<file path="src/printable_run_extractor_macros.svh">
// Assertion macros for the printable run extractor.
`ifndef PRINTABLE_RUN_EXTRACTOR_MACROS_SVH
`define PRINTABLE_RUN_EXTRACTOR_MACROS_SVH
`ifndef SYNTHESIS
`define PRE_ASSERT_CLK(lbl, clk, rstn, prop) \
  lbl: assert property (@(posedge clk) disable iff (!rstn) prop) \
    else $error("assertion failed");
`define PRE_ASSERT(lbl, prop) `PRE_ASSERT_CLK(lbl, clk_i, rst_ni, prop)
`else
`define PRE_ASSERT_CLK(lbl, clk, rstn, prop)
`define PRE_ASSERT(lbl, prop)
`endif
`endif

</file>
<file path="src/pre_pkg.sv">
// Shared types and constants of the printable run extractor.
package pre_pkg;

  localparam int unsigned MaxMinLengthDef = 16;
  localparam int unsigned MinLenW = 5;
  localparam logic [MinLenW-1:0] MinLenReset = 5'd4;
  localparam int unsigned CfgIdxW = 1;
  localparam int unsigned CfgDataW = 5;
  localparam int unsigned CmdQDepth = 2;

  localparam logic [CfgIdxW-1:0] RegMinLength = 1'b0;
  localparam logic [CfgIdxW-1:0] RegWideMode = 1'b1;

  localparam logic [7:0] PrintLo = 8'h20;
  localparam logic [7:0] PrintHi = 8'h7E;
  localparam logic [7:0] TabChar = 8'h09;

  typedef enum logic {
    KindChar = 1'b0,
    KindEnd  = 1'b1
  } kind_e;

  typedef struct packed {
    logic       has_char;
    logic       do_close;
    logic [7:0] ch;
  } cmd_t;

  typedef struct packed {
    logic                we;
    logic [CfgIdxW-1:0]  idx;
    logic [CfgDataW-1:0] data;
  } cfg_wr_t;

endpackage

</file>
<file path="src/pre_front.sv">
// Front end: accepts bytes, pairs them in wide mode and classifies them into commands.
module pre_front import pre_pkg::*; (
  input  logic       clk_i,
  input  logic       rst_ni,
  input  cfg_wr_t    cfg_i,
  input  logic       in_valid_i,
  output logic       in_ready_o,
  input  logic [7:0] byte_i,
  input  logic       eod_i,
  input  logic       q_full_i,
  output logic       cmd_push_o,
  output cmd_t       cmd_o
);

  logic       wide_q, wide_d;
  logic       phase_q, phase_d;
  logic [7:0] low_q, low_d;
  logic       accept;
  logic       byte_ok;
  logic       pair_ok;

  assign in_ready_o = !q_full_i;
  assign accept     = in_valid_i && !q_full_i;
  assign byte_ok    = ((byte_i >= PrintLo) && (byte_i <= PrintHi)) || (byte_i == TabChar);
  assign pair_ok    = (byte_i == 8'h00) && (low_q >= PrintLo) && (low_q <= PrintHi);

  always_comb begin
    wide_d         = wide_q;
    phase_d        = phase_q;
    low_d          = low_q;
    cmd_o.has_char = 1'b0;
    cmd_o.do_close = 1'b0;
    cmd_o.ch       = byte_i;
    if (!wide_q) begin
      cmd_o.has_char = byte_ok;
      cmd_o.do_close = !byte_ok;
    end else if (!phase_q) begin
      phase_d = 1'b1;
      low_d   = byte_i;
    end else begin
      phase_d        = 1'b0;
      cmd_o.has_char = pair_ok;
      cmd_o.do_close = !pair_ok;
      cmd_o.ch       = low_q;
    end
    if (eod_i) begin
      cmd_o.do_close = 1'b1;
      phase_d        = 1'b0;
    end
    if (!accept) begin
      phase_d = phase_q;
      low_d   = low_q;
    end
    if (cfg_i.we) begin
      case (cfg_i.idx)
        RegWideMode: begin
          wide_d  = cfg_i.data[0];
          phase_d = 1'b0;
        end
        default: begin
        end
      endcase
    end
  end

  assign cmd_push_o = accept && (cmd_o.has_char || cmd_o.do_close);

  always_ff @(posedge clk_i or negedge rst_ni) begin
    if (!rst_ni) begin
      wide_q  <= 1'b0;
      phase_q <= 1'b0;
      low_q   <= 8'h00;
    end else begin
      wide_q  <= wide_d;
      phase_q <= phase_d;
      low_q   <= low_d;
    end
  end

endmodule

</file>
<file path="src/pre_cmd_fifo.sv">
// Short command queue between the front end and the back end.
module pre_cmd_fifo import pre_pkg::*; #(
  parameter int unsigned Depth = CmdQDepth
) (
  input  logic clk_i,
  input  logic rst_ni,
  input  logic push_i,
  input  cmd_t data_i,
  output logic full_o,
  input  logic pop_i,
  output cmd_t data_o,
  output logic empty_o
);

  localparam int unsigned PtrW = (Depth > 1) ? $clog2(Depth) : 1;
  localparam int unsigned CntW = $clog2(Depth + 1);

  cmd_t            entries_q [Depth];
  logic [PtrW-1:0] wr_ptr_q, wr_ptr_d;
  logic [PtrW-1:0] rd_ptr_q, rd_ptr_d;
  logic [CntW-1:0] count_q, count_d;
  logic            do_push;
  logic            do_pop;

  assign full_o  = (count_q == CntW'(Depth));
  assign empty_o = (count_q == '0);
  assign do_push = push_i && !full_o;
  assign do_pop  = pop_i && !empty_o;
  assign data_o  = entries_q[rd_ptr_q];

  always_comb begin
    wr_ptr_d = wr_ptr_q;
    rd_ptr_d = rd_ptr_q;
    count_d  = count_q;
    if (do_push) begin
      wr_ptr_d = (wr_ptr_q == PtrW'(Depth - 1)) ? '0 : wr_ptr_q + PtrW'(1);
    end
    if (do_pop) begin
      rd_ptr_d = (rd_ptr_q == PtrW'(Depth - 1)) ? '0 : rd_ptr_q + PtrW'(1);
    end
    if (do_push && !do_pop) begin
      count_d = count_q + CntW'(1);
    end else if (do_pop && !do_push) begin
      count_d = count_q - CntW'(1);
    end
  end

  always_ff @(posedge clk_i or negedge rst_ni) begin
    if (!rst_ni) begin
      wr_ptr_q <= '0;
      rd_ptr_q <= '0;
      count_q  <= '0;
    end else begin
      wr_ptr_q <= wr_ptr_d;
      rd_ptr_q <= rd_ptr_d;
      count_q  <= count_d;
    end
  end

  always_ff @(posedge clk_i) begin
    if (do_push) begin
      entries_q[wr_ptr_q] <= data_i;
    end
  end

endmodule

</file>
<file path="src/pre_back.sv">
// Back end: tracks the run, holds early characters and emits characters and end markers.
`include "printable_run_extractor_macros.svh"
module pre_back import pre_pkg::*; #(
  parameter int unsigned MAX_MIN_LENGTH = MaxMinLengthDef
) (
  input  logic       clk_i,
  input  logic       rst_ni,
  input  cfg_wr_t    cfg_i,
  input  logic       q_empty_i,
  output logic       q_pop_o,
  input  cmd_t       cmd_i,
  output logic       m_valid_o,
  input  logic       m_ready_i,
  output kind_e      m_kind_o,
  output logic [7:0] m_char_o,
  output logic       m_last_o
);

  localparam int unsigned Depth = MAX_MIN_LENGTH - 1;
  localparam int unsigned LW = $clog2(MAX_MIN_LENGTH);
  localparam int unsigned HW = (MAX_MIN_LENGTH > 2) ? $clog2(MAX_MIN_LENGTH - 1) : 1;
  localparam int unsigned MW = $clog2(MAX_MIN_LENGTH + 1);
  localparam int unsigned CW = (MW > MinLenW) ? MW : MinLenW;

  typedef enum logic [4:0] {
    SIdle  = 5'b00001,
    SRead  = 5'b00010,
    SDrain = 5'b00100,
    SChar  = 5'b01000,
    SMark  = 5'b10000
  } state_e;

  state_e             state_q, state_d;
  logic [MinLenW-1:0] min_len_q, min_len_d;
  logic [LW-1:0]      run_len_q, run_len_d;
  logic               open_q, open_d;
  logic [LW-1:0]      cnt_q, cnt_d;
  logic [LW-1:0]      idx_q, idx_d;
  logic               emit_ch_q, emit_ch_d;
  logic               mark_q, mark_d;
  logic [7:0]         ch_q, ch_d;
  logic [7:0]         held_q [Depth];
  logic [7:0]         rdata_q;

  logic               out_valid_q, out_valid_d;
  kind_e              out_kind_q, out_kind_d;
  logic [7:0]         out_char_q, out_char_d;
  logic               out_last_q, out_last_d;
  logic               out_load;
  logic               out_free;

  logic [CW-1:0]      min_ext;
  logic [CW-1:0]      eff_min;
  logic [CW-1:0]      len0;
  logic [CW-1:0]      len1;
  logic               char_emit;
  logic               flush;
  logic               stored;
  logic               marker;

  assign min_ext = CW'(min_len_q);
  assign eff_min = (min_len_q == '0) ? CW'(1) :
                   ((min_ext > CW'(MAX_MIN_LENGTH)) ? CW'(MAX_MIN_LENGTH) : min_ext);
  assign len0    = CW'(run_len_q);
  assign len1    = CW'(run_len_q) + CW'(1);

  assign char_emit = cmd_i.has_char && (open_q || (len1 >= eff_min));
  assign flush     = !open_q && (cmd_i.has_char ? (len1 >= eff_min)
                                                : (cmd_i.do_close && (len0 >= eff_min)));
  assign stored    = cmd_i.has_char && !char_emit;
  assign marker    = cmd_i.do_close && (open_q || char_emit || flush);
  assign out_free  = !out_valid_q || m_ready_i;

  always_comb begin
    state_d     = state_q;
    min_len_d   = min_len_q;
    run_len_d   = run_len_q;
    open_d      = open_q;
    cnt_d       = cnt_q;
    idx_d       = idx_q;
    emit_ch_d   = emit_ch_q;
    mark_d      = mark_q;
    ch_d        = ch_q;
    q_pop_o     = 1'b0;
    out_load    = 1'b0;
    out_kind_d  = KindChar;
    out_char_d  = 8'h00;
    out_last_d  = 1'b0;
    case (state_q)
      SIdle: begin
        if (!q_empty_i) begin
          q_pop_o   = 1'b1;
          ch_d      = cmd_i.ch;
          emit_ch_d = char_emit;
          mark_d    = marker;
          cnt_d     = run_len_q;
          idx_d     = '0;
          if (stored) begin
            run_len_d = run_len_q + LW'(1);
          end
          if (flush || cmd_i.do_close) begin
            run_len_d = '0;
          end
          if (cmd_i.do_close) begin
            open_d = 1'b0;
          end else if (char_emit) begin
            open_d = 1'b1;
          end
          if (flush && (run_len_q != '0)) begin
            state_d = SRead;
          end else if (char_emit) begin
            state_d = SChar;
          end else if (marker) begin
            state_d = SMark;
          end
        end
      end
      SRead: begin
        state_d = SDrain;
      end
      SDrain: begin
        if (out_free) begin
          out_load   = 1'b1;
          out_kind_d = KindChar;
          out_char_d = rdata_q;
          out_last_d = (idx_q == cnt_q - LW'(1)) && !emit_ch_q && !mark_q;
          idx_d      = idx_q + LW'(1);
          if (idx_q == cnt_q - LW'(1)) begin
            state_d = emit_ch_q ? SChar : (mark_q ? SMark : SIdle);
          end else begin
            state_d = SRead;
          end
        end
      end
      SChar: begin
        if (out_free) begin
          out_load   = 1'b1;
          out_kind_d = KindChar;
          out_char_d = ch_q;
          out_last_d = !mark_q;
          state_d    = mark_q ? SMark : SIdle;
        end
      end
      SMark: begin
        if (out_free) begin
          out_load   = 1'b1;
          out_kind_d = KindEnd;
          out_char_d = 8'h00;
          out_last_d = 1'b1;
          state_d    = SIdle;
        end
      end
      default: begin
        state_d = SIdle;
      end
    endcase
    if (cfg_i.we) begin
      case (cfg_i.idx)
        RegMinLength: min_len_d = cfg_i.data[MinLenW-1:0];
        default: begin
        end
      endcase
    end
  end

  assign out_valid_d = out_load || (out_valid_q && !m_ready_i);

  always_ff @(posedge clk_i or negedge rst_ni) begin
    if (!rst_ni) begin
      state_q     <= SIdle;
      min_len_q   <= MinLenReset;
      run_len_q   <= '0;
      open_q      <= 1'b0;
      cnt_q       <= '0;
      idx_q       <= '0;
      emit_ch_q   <= 1'b0;
      mark_q      <= 1'b0;
      out_valid_q <= 1'b0;
    end else begin
      state_q     <= state_d;
      min_len_q   <= min_len_d;
      run_len_q   <= run_len_d;
      open_q      <= open_d;
      cnt_q       <= cnt_d;
      idx_q       <= idx_d;
      emit_ch_q   <= emit_ch_d;
      mark_q      <= mark_d;
      out_valid_q <= out_valid_d;
    end
  end

  always_ff @(posedge clk_i) begin
    ch_q <= ch_d;
    if (out_load) begin
      out_kind_q <= out_kind_d;
      out_char_q <= out_char_d;
      out_last_q <= out_last_d;
    end
  end

  always_ff @(posedge clk_i) begin
    if (q_pop_o && stored) begin
      held_q[run_len_q[HW-1:0]] <= cmd_i.ch;
    end
    if (state_q == SRead) begin
      rdata_q <= held_q[idx_q[HW-1:0]];
    end
  end

  assign m_valid_o = out_valid_q;
  assign m_kind_o  = out_kind_q;
  assign m_char_o  = out_char_q;
  assign m_last_o  = out_last_q;

  `PRE_ASSERT(a_end_closes_run, (out_load && (out_kind_d == KindEnd)) |-> !open_q)
  `PRE_ASSERT(a_drain_in_range, (state_q == SDrain) |-> (idx_q < cnt_q))
  `PRE_ASSERT(a_hold_grows, (q_pop_o && stored && !cmd_i.do_close) |=>
              (run_len_q == $past(run_len_q) + LW'(1)))

endmodule

</file>
<file path="src/printable_run_extractor.sv">
// Top level of the printable run extractor: front end, command queue and back end.
//
// Channel   Dir  Handshake                      Payload
// s_axis    in   s_axis_tvalid / s_axis_tready  tdata = byte_value, tlast = end_of_data
// m_axis    out  m_axis_tvalid / m_axis_tready  tdata = character, tuser = kind,
//                                               tlast = last_of_item
// cfg       in   cfg_we_i                       cfg_idx_i, cfg_data_i
//
// The front end takes one byte per cycle while the command queue has room.
// The back end decodes each command in SIdle, emits a direct character in SChar or an end
// marker in SMark, and releases each held character through SRead (held memory read), then
// SDrain (output register); it pops the next command only once it is back in SIdle.
// Reset clears all control state; the held-character memory is not cleared.
// A stalled output register stops the back end; the queue then fills and s_axis_tready drops.
module printable_run_extractor import pre_pkg::*; #(
  parameter int unsigned MAX_MIN_LENGTH = MaxMinLengthDef
) (
  input  logic                clk_i,
  input  logic                rst_ni,
  input  logic                cfg_we_i,
  input  logic [CfgIdxW-1:0]  cfg_idx_i,
  input  logic [CfgDataW-1:0] cfg_data_i,
  input  logic                s_axis_tvalid,
  output logic                s_axis_tready,
  input  logic [7:0]          s_axis_tdata,  // [7:0] byte_value
  input  logic                s_axis_tlast,
  output logic                m_axis_tvalid,
  input  logic                m_axis_tready,
  output logic [7:0]          m_axis_tdata,  // [7:0] character
  output logic                m_axis_tuser,  // [0] kind
  output logic                m_axis_tlast
);

  cfg_wr_t cfg;
  cmd_t    push_cmd;
  cmd_t    pop_cmd;
  logic    push;
  logic    pop;
  logic    q_full;
  logic    q_empty;
  kind_e   kind;

  assign cfg.we   = cfg_we_i;
  assign cfg.idx  = cfg_idx_i;
  assign cfg.data = cfg_data_i;

  pre_front u_front (
    .clk_i      (clk_i),
    .rst_ni     (rst_ni),
    .cfg_i      (cfg),
    .in_valid_i (s_axis_tvalid),
    .in_ready_o (s_axis_tready),
    .byte_i     (s_axis_tdata),
    .eod_i      (s_axis_tlast),
    .q_full_i   (q_full),
    .cmd_push_o (push),
    .cmd_o      (push_cmd)
  );

  pre_cmd_fifo #(
    .Depth (CmdQDepth)
  ) u_fifo (
    .clk_i   (clk_i),
    .rst_ni  (rst_ni),
    .push_i  (push),
    .data_i  (push_cmd),
    .full_o  (q_full),
    .pop_i   (pop),
    .data_o  (pop_cmd),
    .empty_o (q_empty)
  );

  pre_back #(
    .MAX_MIN_LENGTH (MAX_MIN_LENGTH)
  ) u_back (
    .clk_i     (clk_i),
    .rst_ni    (rst_ni),
    .cfg_i     (cfg),
    .q_empty_i (q_empty),
    .q_pop_o   (pop),
    .cmd_i     (pop_cmd),
    .m_valid_o (m_axis_tvalid),
    .m_ready_i (m_axis_tready),
    .m_kind_o  (kind),
    .m_char_o  (m_axis_tdata),
    .m_last_o  (m_axis_tlast)
  );

  assign m_axis_tuser = (kind == KindEnd);

endmodule

</file>
<file path="config.mk">
export PLATFORM = sky130hd
export DESIGN_NAME = printable_run_extractor
export DESIGN_NICKNAME = d
export VERILOG_FILES = /design/src/pre_pkg.sv /design/src/pre_front.sv /design/src/pre_cmd_fifo.sv /design/src/pre_back.sv /design/src/printable_run_extractor.sv
export VERILOG_INCLUDE_DIRS = /design/src /design/src/src
export SDC_FILE = /design/constraint.sdc
export NUM_CORES = 1
export LEC_CHECK = 0
export BUFFER_PORTS_ARGS = -buffer_cell sky130_fd_sc_hd__buf_2
export CAP_MARGIN = 20
export CORE_MARGIN = 5
export CORE_UTILIZATION = 55
export CTS_CLUSTER_DIAMETER = 30
export DETAILED_ROUTE_END_ITERATION = 10
export HOLD_SLACK_MARGIN = 0.08
export PLACE_DENSITY = 0.72
export SLEW_MARGIN = 10
export SYNTH_ARGS = -nofsm -noshare
export SYNTH_HDL_FRONTEND = slang
export SYNTH_SLANG_ARGS = --single-unit
</file>
<file path="constraint.sdc">
create_clock -name clk_i -period 6.98 [get_ports clk_i]
set_clock_uncertainty 0.15 [all_clocks]
set_input_delay 0.349 -clock clk_i [delete_from_list [all_inputs] [get_ports clk_i]]
set_output_delay 0.349 -clock clk_i [all_outputs]
set_load 0.1 [all_outputs]
</file>
# Yosys cells after proc, flatten, opt, wreduce, memory -nomap -nowiden
# Memories as Yosys holds them, arrays and structs flattened. A register that Yosys moved wholly into a read port is not among the register bits.
# Index checks and enable logic that the tools add are counted.
[op_classes] reduce_logical=56 n_bitwise=3 eq_ne=13 n_mux=49 n_addsub=8 order_cmp=7
[ops] operator="two-way mux 5 bit" n=12
[ops] operator="one-hot mux 5 bit (5 select lines)" n=1
[ops] operator="two-way mux 8 bit" n=3
[ops] operator="two-way mux 1 bit" n=22
[ops] operator="logical AND 1 bit" n=19
[ops] operator="greater-or-equal comparator 8 x 6 -> 1 bit, second input constant" n=2
[ops] operator="<= comparator 8 x 7 -> 1 bit, second input constant" n=2
[ops] operator="two-way mux 4 bit" n=4
[ops] operator="one-hot mux 8 bit (2 select lines)" n=1
[ops] operator="zero test 1 bit" n=12
[ops] operator="AND reduction 3 bit" n=4
[ops] operator="two-way mux 10 bit" n=1
[ops] operator="adder 4 x 1 -> 4 bit, second input constant" n=2
[ops] operator="== test 8 x 4 -> 1 bit, second input constant" n=1
[ops] operator="zero test 8 bit" n=1
[ops] operator="logical OR 1 bit" n=8
[ops] operator="one-hot mux 4 bit (2 select lines)" n=1
[ops] operator="nonzero test 2 bit" n=4
[ops] operator="two-way mux 2 bit" n=3
[ops] operator="inequality test 2 x 1 -> 1 bit, second input constant" n=3
[ops] operator="AND reduction 2 bit" n=3
[ops] operator="adder 4 x 1 -> 5 bit, second input constant" n=1
[ops] operator="== test 5 x 1 -> 1 bit, second input constant" n=1
[ops] operator="== test 5 x 2 -> 1 bit, second input constant" n=1
[ops] operator="21 further kinds" n=24
[totals] output_inout_bits=12 n_memories=2 inputBits=20 reg_bits=58 mem_bits_rw=140
[mem_list] memory="u_back.held_q" depth=15 word_bits=8 read_ports=1 rd_clocked_by_memory_dff=1 write_ports=1 line="pre_back.sv:42" rtl="logic [7:0] held_q [Depth];"
[mem_list] memory="u_fifo.entries_q" depth=2 word_bits=10 read_ports=1 rd_clocked_by_memory_dff=0 write_ports=1 line="pre_cmd_fifo.sv:18" rtl="cmd_t entries_q [Depth];"

# Longest topological paths before layout
# Gate-level depths: netlist of the first run.
[logic_depth] ltp_word=14 ltp_mapped=10

# Hierarchy
# A second synthesis of the first run with hierarchy kept.
[unflattened] hier_cells=607 area_unflattened_um2=8991.1
[modules_own_cells] mod="pre_back" cells_per_inst=502 area_each_um2=7448.4 instances=1 seq_area_each_um2=5037.3
[modules_own_cells] mod="pre_cmd_fifo" cells_per_inst=50 area_each_um2=919.6 instances=1 seq_area_each_um2=700.7
[modules_own_cells] mod="pre_front" cells_per_inst=55 area_each_um2=623.1 instances=1 seq_area_each_um2=250.2

# Least setup slack after synthesis of the first run
# No wires, ideal clock.
[synth_path] path_type="reg2reg" startpoint="reg u_back.run_len_q[0]" endpoint="mem u_back.held_q[0][0], enable pin" synth_period_minus_slack_ps=3310 n_path_buf=0 t_required_ps=6447 path_slack_ps=3670 path_stages_with_launch=10 arrival_time_ps=2776 cell_sequence="dfrtp_1 > ha_1 > xor2_1 > ha_1 > a21oi_1 > o21ai_0 > a31o_2 > nor4_4 > nand2_1 > nor3_1"
[synth_between] elab_chain_len=9
[synth_lines] item="start: declaration" line="pre_back.sv:35" rtl="logic [LW-1:0] run_len_q, run_len_d;"
[synth_lines] item="start signal: assignment" line="pre_back.sv:182" rtl="run_len_q <= run_len_d;"
[synth_lines] item="adder 4 x 1 -> 5 bit" line="pre_back.sv:65" rtl="assign len1 = CW'(run_len_q) + CW'(1);"
[synth_lines] item="greater-or-equal comparator 5 bit" line="pre_back.sv:67" rtl="assign char_emit = cmd_i.has_char && (open_q || (len1 >= eff_min));"
[synth_lines] item="logical OR 1 bit" line="pre_back.sv:67"
[synth_lines] item="logical AND 1 bit" line="pre_back.sv:67"
[synth_lines] item="zero test 1 bit" line="pre_back.sv:70" rtl="assign stored = cmd_i.has_char && !char_emit;"
[synth_lines] item="logical AND 1 bit" line="pre_back.sv:70"
[synth_lines] item="logical AND 1 bit" line="pre_back.sv:202" rtl="if (q_pop_o && stored) begin"
[synth_lines] item="two-way mux 1 bit" line="pre_back.sv:202"
[synth_lines] item="two-way mux 1 bit (not written as such)" line="pre_back.sv:203" rtl="held_q[run_len_q[HW-1:0]] <= cmd_i.ch;"
[synth_lines] item="end: declaration" line="pre_back.sv:42"
# Several ways; a longest one is shown, not always the timed one.

# Worst setup path in the final report of the first run
# Ends and elaborated chain as after synthesis.

==> impl_summary.md, run 1 <==
Status
The run finished with clean final reports.

CTS
The root buffer cell chosen for the clock tree is sky130_fd_sc_hd__clkbuf_16. The clock-pin slew on the worst setup and hold paths is 0.05 ns. For the worst-skew pair, the clock arrives at the later sink with an insertion delay of 0.49 ns.

Counting every sink on the clock net gives 206. The clock passes through at most 3 buffers. The number of levels in the clock H-tree is 2. The number of buffers created by CTS is 36. The CTS tree is yes. Once the clock tree was built, the setup fixing pass inserted 0 buffers.

Logic synthesis
Ranked by total cell area, the synthesized netlist is headed by sky130_fd_sc_hd__edfxtp_1, sky130_fd_sc_hd__dfrtp_1, sky130_fd_sc_hd__mux4_2, sky130_fd_sc_hd__mux2_2, sky130_fd_sc_hd__ha_1. The number of standard cells after synthesis is 547. Summed over all instances, the cell type with the most area after synthesis is sky130_fd_sc_hd__edfxtp_1. During synthesis, Yosys emitted a total of 0 warnings. Counting flops with a built-in enable in the synthesized netlist gives 166. The number of nets handed over by synthesis was 583. Of the post-synthesis cell area, the dominant cell type holds 0.568. The most frequently used flop master after synthesis is sky130_fd_sc_hd__edfxtp_1. Of the synthesized area, sequential elements account for 0.682. Yosys mapped the design onto 54 distinct sky130hd cell types. In this run, synthesis produced a sequential element count of 206. After synthesis the cells add up to 0.00877 mm2. Each instance of the synthesized netlist takes up on average 16.0 um2. The proportion of synthesized flip-flops having asynchronous set or reset is 0.194.

STA
The final-layout setup total negative slack is 0 ns. Setup repair after global routing left no endpoint under its margin. The worst pin sits at a relative slew slack of 0.247. The period utilization is 0.561. Static timing analysis puts the maximum clock frequency at 255 MHz. The count of endpoints failing hold in the final timing report is 0.

Setup violations remaining at the end of the flow were counted as 0. The worst path in the final design needs a cycle of 3.92 ns, including I/O delays and setup. For the pin with the worst max-slew slack, the measured transition is 1.12 ns. The number of max-slew violations in the final report came to 0.

Worst hold path
In this run the worst hold path is classified as input pin to flip-flop.

Placement
The number of buffer cells added on primary ports is 31. At the end of routability-driven placement, the weighted congestion stood at 0.872. The HPWL after detailed placement is 11000 um.

The cell area after placement is 0.00910 mm2.

Setup path
Traced cell by cell, the critical path runs through ha_1 -> xor2_1 -> ha_1 -> a21oi_1 -> o21ai_0 -> a31o_2 -> nor4_4 -> nand2_1 -> nor3_1. The buffering stage count on the worst path with inverters included is 0. By instance count, the cell type seen most on the critical path is sky130_fd_sc_hd__ha_1.

STA puts the critical path data required time at 6.93 ns. STA classifies the critical path startpoint as a flip-flop. The family of cells with the greatest summed delay on the critical path is simple AND/OR/NAND/NOR gates. The category of the most critical setup path is flip-flop to flip-flop. For the worst setup path, the data arrival time is 3.87 ns. Along the worst path, the maximum fanout reaches 8. The nature of the critical path endpoint is a flip-flop. The largest stage delay on the critical path is 0.90 ns. The slowest stage of the critical path belongs to the cell sky130_fd_sc_hd__nor3_1.

Cells and area
In the final layout, the share of cells above drive strength 1 is 0.254. The repair_antennas step left the layout with diodes totalling 0. At the end of the flow, the number of nets in the layout was 648. Compared with the post-synthesis result, the final layout area differs by 18.6%. The post-route standard cell area excluding fillers is 0.0104 mm2.

Floorplanning
Pin placement for this block handled 32 I/O pins. The height of the die is 136 um. The effective utilization at floorplan is 0.556.

The die footprint is 0.0186 mm2. The horizontal die dimension is 136 um. The region available for standard cell placement spans 0.0158 mm2. The floorplan has 46 rows.

Power
The largest vdd supply drop is 0.243 mV. Dividing total power by cell area gives a power density of 410 mW/mm2. The static power due to leakage is 3.69 nW.

Route
The count of nets left with antenna violations once routing finished came out at 0. The number of detailed-route iterations in the first pass is 5. In the routed design, unresolved DRC markers number 0. The count of vias placed by the detailed router is 4948. Using the TritonRoute via totals, the vias-per-cell ratio works out to 5.82. In this run, the number of DRC markers left after iteration 0 of detailed routing was 328.

In the final routed layout, each cell accounts on average for 20.7 um. Summed over all layers, the routed wires come to 17600 um.

GRT
For this run, the total global-route usage over all layers was measured as 0.202. The global-route wire length before repair is 28300 um. Global routing finished with a remaining overflow of 0. The largest net degree at the start of global routing is 45. The number of global-route vias before repair is 4996. The number of antenna violations at the first check in global routing is 0.

Run
Across the run, the number of max-cap violations was 0.
## final cells by class
cell class                      count  area, um2
Clock buffer                       42        945
Clock inverter                     18        179
Fill cell                        1079       5360
Inverter                           12       45.0
Multi-Input combinational cell    306       2630
Sequential cell                   206       5990
Tap cell                          216        270
Timing Repair Buffer               50        343
## state kept, by name (all words and copies together) (netlist names), 2 cells and up
signal            flops
u_back.m_char_o       8
u_back.ch_q           8
u_back.rdata_q        8
u_back.min_ext        5
u_back.run_len_q      4
u_fifo.entries_q     20
u_back.held_q       120
u_back.cnt_q          4
u_back.state_q        5
u_fifo.count_q        2
u_front.low_q         8
u_back.idx_q          4
## logic make-up after synthesis
family | Yosys count | share of synthesized area
adder cells (fa/ha/maj) | 16 | 0.0228
multiplexers | 74 | 0.135
buffers and inverters | 35 | 0.0174
flip-flops | 206 | 0.682
AND/OR/NAND/NOR | 128 | 0.0706
XOR/XNOR | 16 | 0.0168
AO/OA/AOI/OAI | 72 | 0.0549
## layer usage
layer  global-route usage  vias to the layer above  wire [um]
met5                    0                        -          0
met4               0.0756                        0        576
met3               0.0529                       40       1320
met2                0.319                      189       8330
met1                0.273                     2467       7390
li1                     -                     2252          -
## stage by stage
step	hold slack [ns]	power [mW]	util	cells	setup WS, ns
finish	0.102	4.27	0.660	850	3.06
global route	0.145	4.46	0.660	850	2.82
CTS	0.0907	4.29	0.660	850	3.09
detailed placement	0.329	2.65	0.577	772	3.02
global placement	0.324	2.62	0.577	772	3.27
floorplan	-0.0966	2.41	-	547	3.67
## synthesized netlist by cell type (all sizes together) (4+ instances only)
cell    instances
edfxtp        166
nand2          39
nor2           39
dfrtp          38
mux2           32
mux4           32
o21ai          25
ha             16
clkbuf         13
inv            12
xor2           11
a21oi          10
buf            10
mux2i          10
nor3            9
a22oi           8
nand3           7
a31oi           6
and2            5
nand2b          5
xnor2           5
and3            4
nand4           4
nor2b           4
## what timing repair did
action / in CTS / in global routing
endpoints found under the hold margin: 58 / 0
setup endpoints to repair: 0 / 0
resized for setup: 0 / 0
hold buffers: 18 / 0
## worst paths after layout
kind | from | endpoint | slack [ns] | cells past startpoint
max in group asynchronous | rst_ni | u_back.idx_q[1]$_DFFE_PN0P_ | 5.65 | 2
worst min register to register | u_fifo.wr_ptr_q$_DFFE_PN0P_ | u_fifo.wr_ptr_q$_DFFE_PN0P_ | 0.34 | 1
min in group asynchronous | rst_ni | u_front.wide_q$_DFFE_PN0P_ | 0.39 | 2
worst max register to register | u_back.run_len_q[0]$_DFFE_PN0P_ | u_back.held_q[0][0]$_DFFE_PP_ | 3.06 | 9
worst max-delay path | u_back.run_len_q[0]$_DFFE_PN0P_ | u_back.held_q[0][0]$_DFFE_PP_ | 3.06 | 9
worst min-delay path | m_axis_tready | u_back.m_valid_o$_DFF_PN0_ | 0.10 | 3
## power breakdown
part           internal (mW)  total [mW]  switching (mW)
Sequential              1.61        1.74           0.128
Clock                   1.07        1.62           0.549
Combinational          0.300       0.911           0.611
## cells in the final DEF (no fill, tap or decap), types with 12 or more instances in the layout
cell type,netlist,layout
sky130_fd_sc_hd__edfxtp_1,166,166
sky130_fd_sc_hd__nor2_1,39,39
sky130_fd_sc_hd__nand2_1,39,39
sky130_fd_sc_hd__clkbuf_16,0,37
sky130_fd_sc_hd__dfrtp_1,38,36
sky130_fd_sc_hd__mux2_2,32,32
sky130_fd_sc_hd__mux4_2,32,32
sky130_fd_sc_hd__buf_2,5,31
sky130_fd_sc_hd__o21ai_0,23,23
sky130_fd_sc_hd__dlygate4sd3_1,0,18
sky130_fd_sc_hd__ha_1,16,16
sky130_fd_sc_hd__inv_1,12,12
## tightest hold or removal path: cells and delay by family
kind	cells	cell delay, ns
buffers and inverters	1	0.08
and+or+nand+nor	2	0.26
(Power assumes the default switching activity.)
==> run 2: changes to the inputs <==
- ABC_AREA: default -> 1
- PLACE_DENSITY: 0.72 -> 0.75
- clock period: 6.98 -> 3.4 ns (I/O delays scaled with it)
==> run 2 against run 1 <==
Net effect: highest routed layer unchanged; core utilization is 2.6 points higher; combinational power is 110% higher; worst hold slack better by 0.026 ns; first-iteration DRC count is 73% higher; critical path depth is 1 higher; power is 110% higher; largest cell class unchanged; design area is 5.1% higher; register-to-register slack worse by 2.7 ns.
==> impl_summary.md, run 2 <==
Cells and area
The area growth from synthesis to layout is 21.9%. The final-stage net count was 930 (+44%). The final cell count without fillers is 1139 (+34%). The library cells used most frequently in the layout, excluding fill and tap cells, are sky130_fd_sc_hd__nand2_1, sky130_fd_sc_hd__edfxtp_1, sky130_fd_sc_hd__nor2_1, sky130_fd_sc_hd__o21ai_0, sky130_fd_sc_hd__inv_1.

The fraction of final layout cells sized beyond drive strength 1 was 0.150 (-0.104). The core utilization of the finished layout is 0.686 (+0.0259). The final-layout fill cell count was 1125 (+4.3%). The flip-flop count of the largest register after layout is 120 (unchanged). The antenna diode count is 0 (unchanged).

GRT
The global-route usage over all layers is 0.226 (+0.0238). The largest net degree at the start of global routing is 60 (+33%). The total overflow reported by the global router is 0 (unchanged).

The global-route wire length before repair is 33000 um (+17%). The number of global-route vias before repair was 6298 (+26%). The number of antenna violations at the first check in global routing came to 0 (unchanged).

Power
The cell area power density is 838 mW/mm2 (+100%). The largest vdd supply drop is 0.569 mV (+130%). The static power due to leakage is 4.33 nW (+17%). The overall power of the completed layout is 9.16 mW (+110%).

Logic synthesis
The net count after synthesis is 848 (+45%). The area of the mapped netlist is 0.00897 mm2 (+2.2%). The number of unique standard cell types used by synthesis is 36 (-33%).

The proportion of synthesized flip-flops having asynchronous set or reset is 0.194 (unchanged). The number of warnings printed during yosys synthesis came to 0 (unchanged). The count of flip-flops with a built-in enable after synthesis came to 166 (unchanged). The number of standard cells after synthesis is 812 (+48%).

The proportion of netlist area held by the largest area contributor is 0.556 (-0.0123). Ranked by instance count, the synthesized netlist is headed by sky130_fd_sc_hd__edfxtp_1, sky130_fd_sc_hd__nand2_1, sky130_fd_sc_hd__nor2_1. The most frequently used flop master after synthesis is sky130_fd_sc_hd__edfxtp_1. Yosys attributes the largest share of cell area to sky130_fd_sc_hd__edfxtp_1, sky130_fd_sc_hd__dfrtp_1, sky130_fd_sc_hd__nand2_1, sky130_fd_sc_hd__nor2_1, sky130_fd_sc_hd__o21ai_0. The average cell area after synthesis came to 11.0 um2 (-31%). The flop and latch count out of synthesis is 206 (unchanged). The sequential cell area fraction in the yosys report is 0.668 (-0.0148). The biggest area contributor in the post-synthesis netlist is sky130_fd_sc_hd__edfxtp_1.

Setup path
The largest fanout of any net on the critical path came to 8 (unchanged). STA classifies the critical path endpoint as a flip-flop. The startpoint type of the worst setup path is a flip-flop. The critical path data arrival time came to 3.05 ns (-0.82 ns). The critical path goes through inv_1 -> ha_1 -> ha_1 -> nand2_1 -> nor2_1 -> nand2_1 -> nand4_1 -> nor2_4 -> nand2_1 -> nor2_1. The worst setup path is of the flip-flop to flip-flop kind.

The most used cell along the critical path is sky130_fd_sc_hd__nand2_1. The depth of the worst register-to-register path is 10 (+1). The largest stage delay on the critical path is 0.54 ns (-0.36 ns).

For this design, the slowest cell found on the critical path is sky130_fd_sc_hd__nor2_1. The data required time of the worst path was 3.37 ns (-3.56 ns).

Floorplanning
The effective utilization at floorplan is 0.563 (+0.00614). The die footprint was 0.0190 mm2 (+2.0%). The height of the die is 138 um (+1.0%). The horizontal die dimension is 138 um (+1.0%). The placeable core area was 0.0159 mm2 (+1.1%).

The number of placement rows is 46 (unchanged). The number of top-level pins is 32 (unchanged).

CTS
The number of post-CTS setup repair buffers was 0 (unchanged). The number of buffers created by CTS is 37 (+2.8%). The clock sink total is 206 (unchanged).

The quantity of hold-fixing buffers added after cts is 27 (+9). TritonCTS built the clock tree. The clock insertion delay at the later pin of the skew report was 0.51 ns (+0.02 ns).

The library cell used as clock root buffer is sky130_fd_sc_hd__clkbuf_16. The number of levels in the clock H-tree is 2 (unchanged). The maximum root-to-sink buffer count is 3 (unchanged). The count of cells resized by post-cts repair was 0 (unchanged). The clock-pin slew on the worst setup and hold paths is 0.05 ns (about the same).

Route
The remaining antenna violation count after routing was 0 (unchanged). The total wire length after detailed routing was 20400 um (+16%). The via-per-instance ratio came to 5.62 (-3.5%). The number of detailed-route iterations in the first pass is 5 (unchanged). The number of DRC markers in iteration 0 came to 566 (+73%). The count of vias placed by the detailed router is 6396 (+29%). The mean routed wirelength per cell is 17.9 um (-13%). The DRC violation count after routing is 0 (unchanged).

STA
The headroom to the max-slew limit is 0.383 (+0.136). The final-report setup violation count is 0 (unchanged). The slew at the pin with the worst max-slew slack came to 0.926 ns (-0.195 ns). The period utilization is 0.905 (+0.344). The final-layout setup total negative slack was 0 ns (unchanged).

The maximum clock frequency was 325 MHz (+27%). The number of max-slew violations in the final report is 0 (unchanged). The count of endpoints failing hold in the final timing report is 0 (unchanged). Setup repair after global routing left no endpoint under its margin. The clock period minus worst slack was 3.08 ns (-0.838 ns).

Worst hold path
The number of cells traversed by the worst hold path was 7 (+4). In this run the worst hold path is classified as input pin to flip-flop.

Placement
The total placed cells including tap cells is 1044 (+35%). The routability congestion estimate is 0.837 (-4.0%). The final HPWL from detailed placement is 12500 um (+14%). The number of buffer cells added on primary ports was 31 (unchanged).

Run
The max-cap check violation count is 0 (unchanged).

Status
The flow ran to the end, and the final reports show no timing, DRC or antenna violations.
[run 2: cell count changes after synthesis, moves of 9 or more]
cell | before | now
sky130_fd_sc_hd__nor2_1 | 39 | 107
sky130_fd_sc_hd__o221ai_1 | 0 | 15
sky130_fd_sc_hd__mux4_2 | 32 | 0
sky130_fd_sc_hd__mux2i_1 | 9 | 0
sky130_fd_sc_hd__nand3_1 | 7 | 26
sky130_fd_sc_hd__a21oi_1 | 10 | 42
sky130_fd_sc_hd__o21ai_0 | 23 | 78
sky130_fd_sc_hd__inv_1 | 12 | 55
sky130_fd_sc_hd__nand2_1 | 39 | 166
sky130_fd_sc_hd__mux2_2 | 32 | 3
[run 2: cells by family (layout without fill, tap and decap cells)]
logic type,count (synthesis),after routing,synth area share
AND/OR/NAND/NOR,327,327,0.156
XOR/XNOR,8,8,0.00781
flip-flops,206,206,0.668
multiplexers,3,3,0.00377
AO/OA/AOI/OAI,161,161,0.102
buffers and inverters,91,202,0.0409
adder cells (fa/ha/maj),16,16,0.0223
[run 2: metal layers]
| layer | up-vias | GRT usage | share of wire |
|---|---|---|---|
| li1 | 3015 | - | - |
| met1 | 3075 | 0.292 | 0.41 |
| met2 | 244 | 0.382 | 0.49 |
| met3 | 62 | 0.0464 | 0.066 |
| met4 | 0 | 0.0768 | 0.033 |
| met5 | - | 0 | 0 |
[run 2: path summary, 6_finish.rpt]
kind                                                 start                             to  slack [ns]
min in group asynchronous                           rst_ni     u_front.wide_q$_DFFE_PN0P_        0.19
max                        u_back.run_len_q[0]$_DFFE_PN0P_  u_back.held_q[6][0]$_DFFE_PP_        0.32
min reg2reg                   u_front.low_q[7]$_DFFE_PN0P_   u_front.low_q[7]$_DFFE_PN0P_        0.34
min                                          s_axis_tvalid    u_fifo.wr_ptr_q$_DFFE_PN0P_        0.13
max reg2reg                u_back.run_len_q[0]$_DFFE_PN0P_  u_back.held_q[6][0]$_DFFE_PP_        0.32
max in group asynchronous                           rst_ni  u_back.state_q[2]$_DFFE_PN0P_        2.33
[run 2: cell type report]
type / instances / area [um2] / area share
Inverter: 60 / 225 / 0.0206
Multi-Input combinational cell: 515 / 2610 / 0.239
Sequential cell: 206 / 5990 / 0.548
Timing Repair Buffer: 74 / 546 / 0.0499
Tap cell: 216 / 270 / 0.0247
Clock buffer: 41 / 941 / 0.0861
Clock inverter: 27 / 349 / 0.0319
[run 2: report_power, final]
| part | internal [mW] | total [mW] | leakage [nW] | switching, mW |
|---|---|---|---|---|
| sequential | 3.35 | 3.53 | 2.02 | 0.185 |
| combinational | 0.446 | 1.87 | 1.69 | 1.42 |
| clock | 2.48 | 3.76 | 0.609 | 1.27 |
[run 2: critical path: cells and delay by family, from the launching register on]
kind	cells	cell delay [ns]
fa+ha+maj	2	0.63
buf+inv	1	0.16
flops	1	0.46
simple gates	7	1.26
[run 2: through the flow]
step	worst slack [ns]	area (um2)	hold slack [ns]
finish	0.322	10900	0.128
global route	0.114	10900	0.179
CTS	0.336	10900	0.0872
detailed placement	0.390	9370	0.219
global placement	0.495	9370	0.212
floorplan	0.753	8970	-0.276
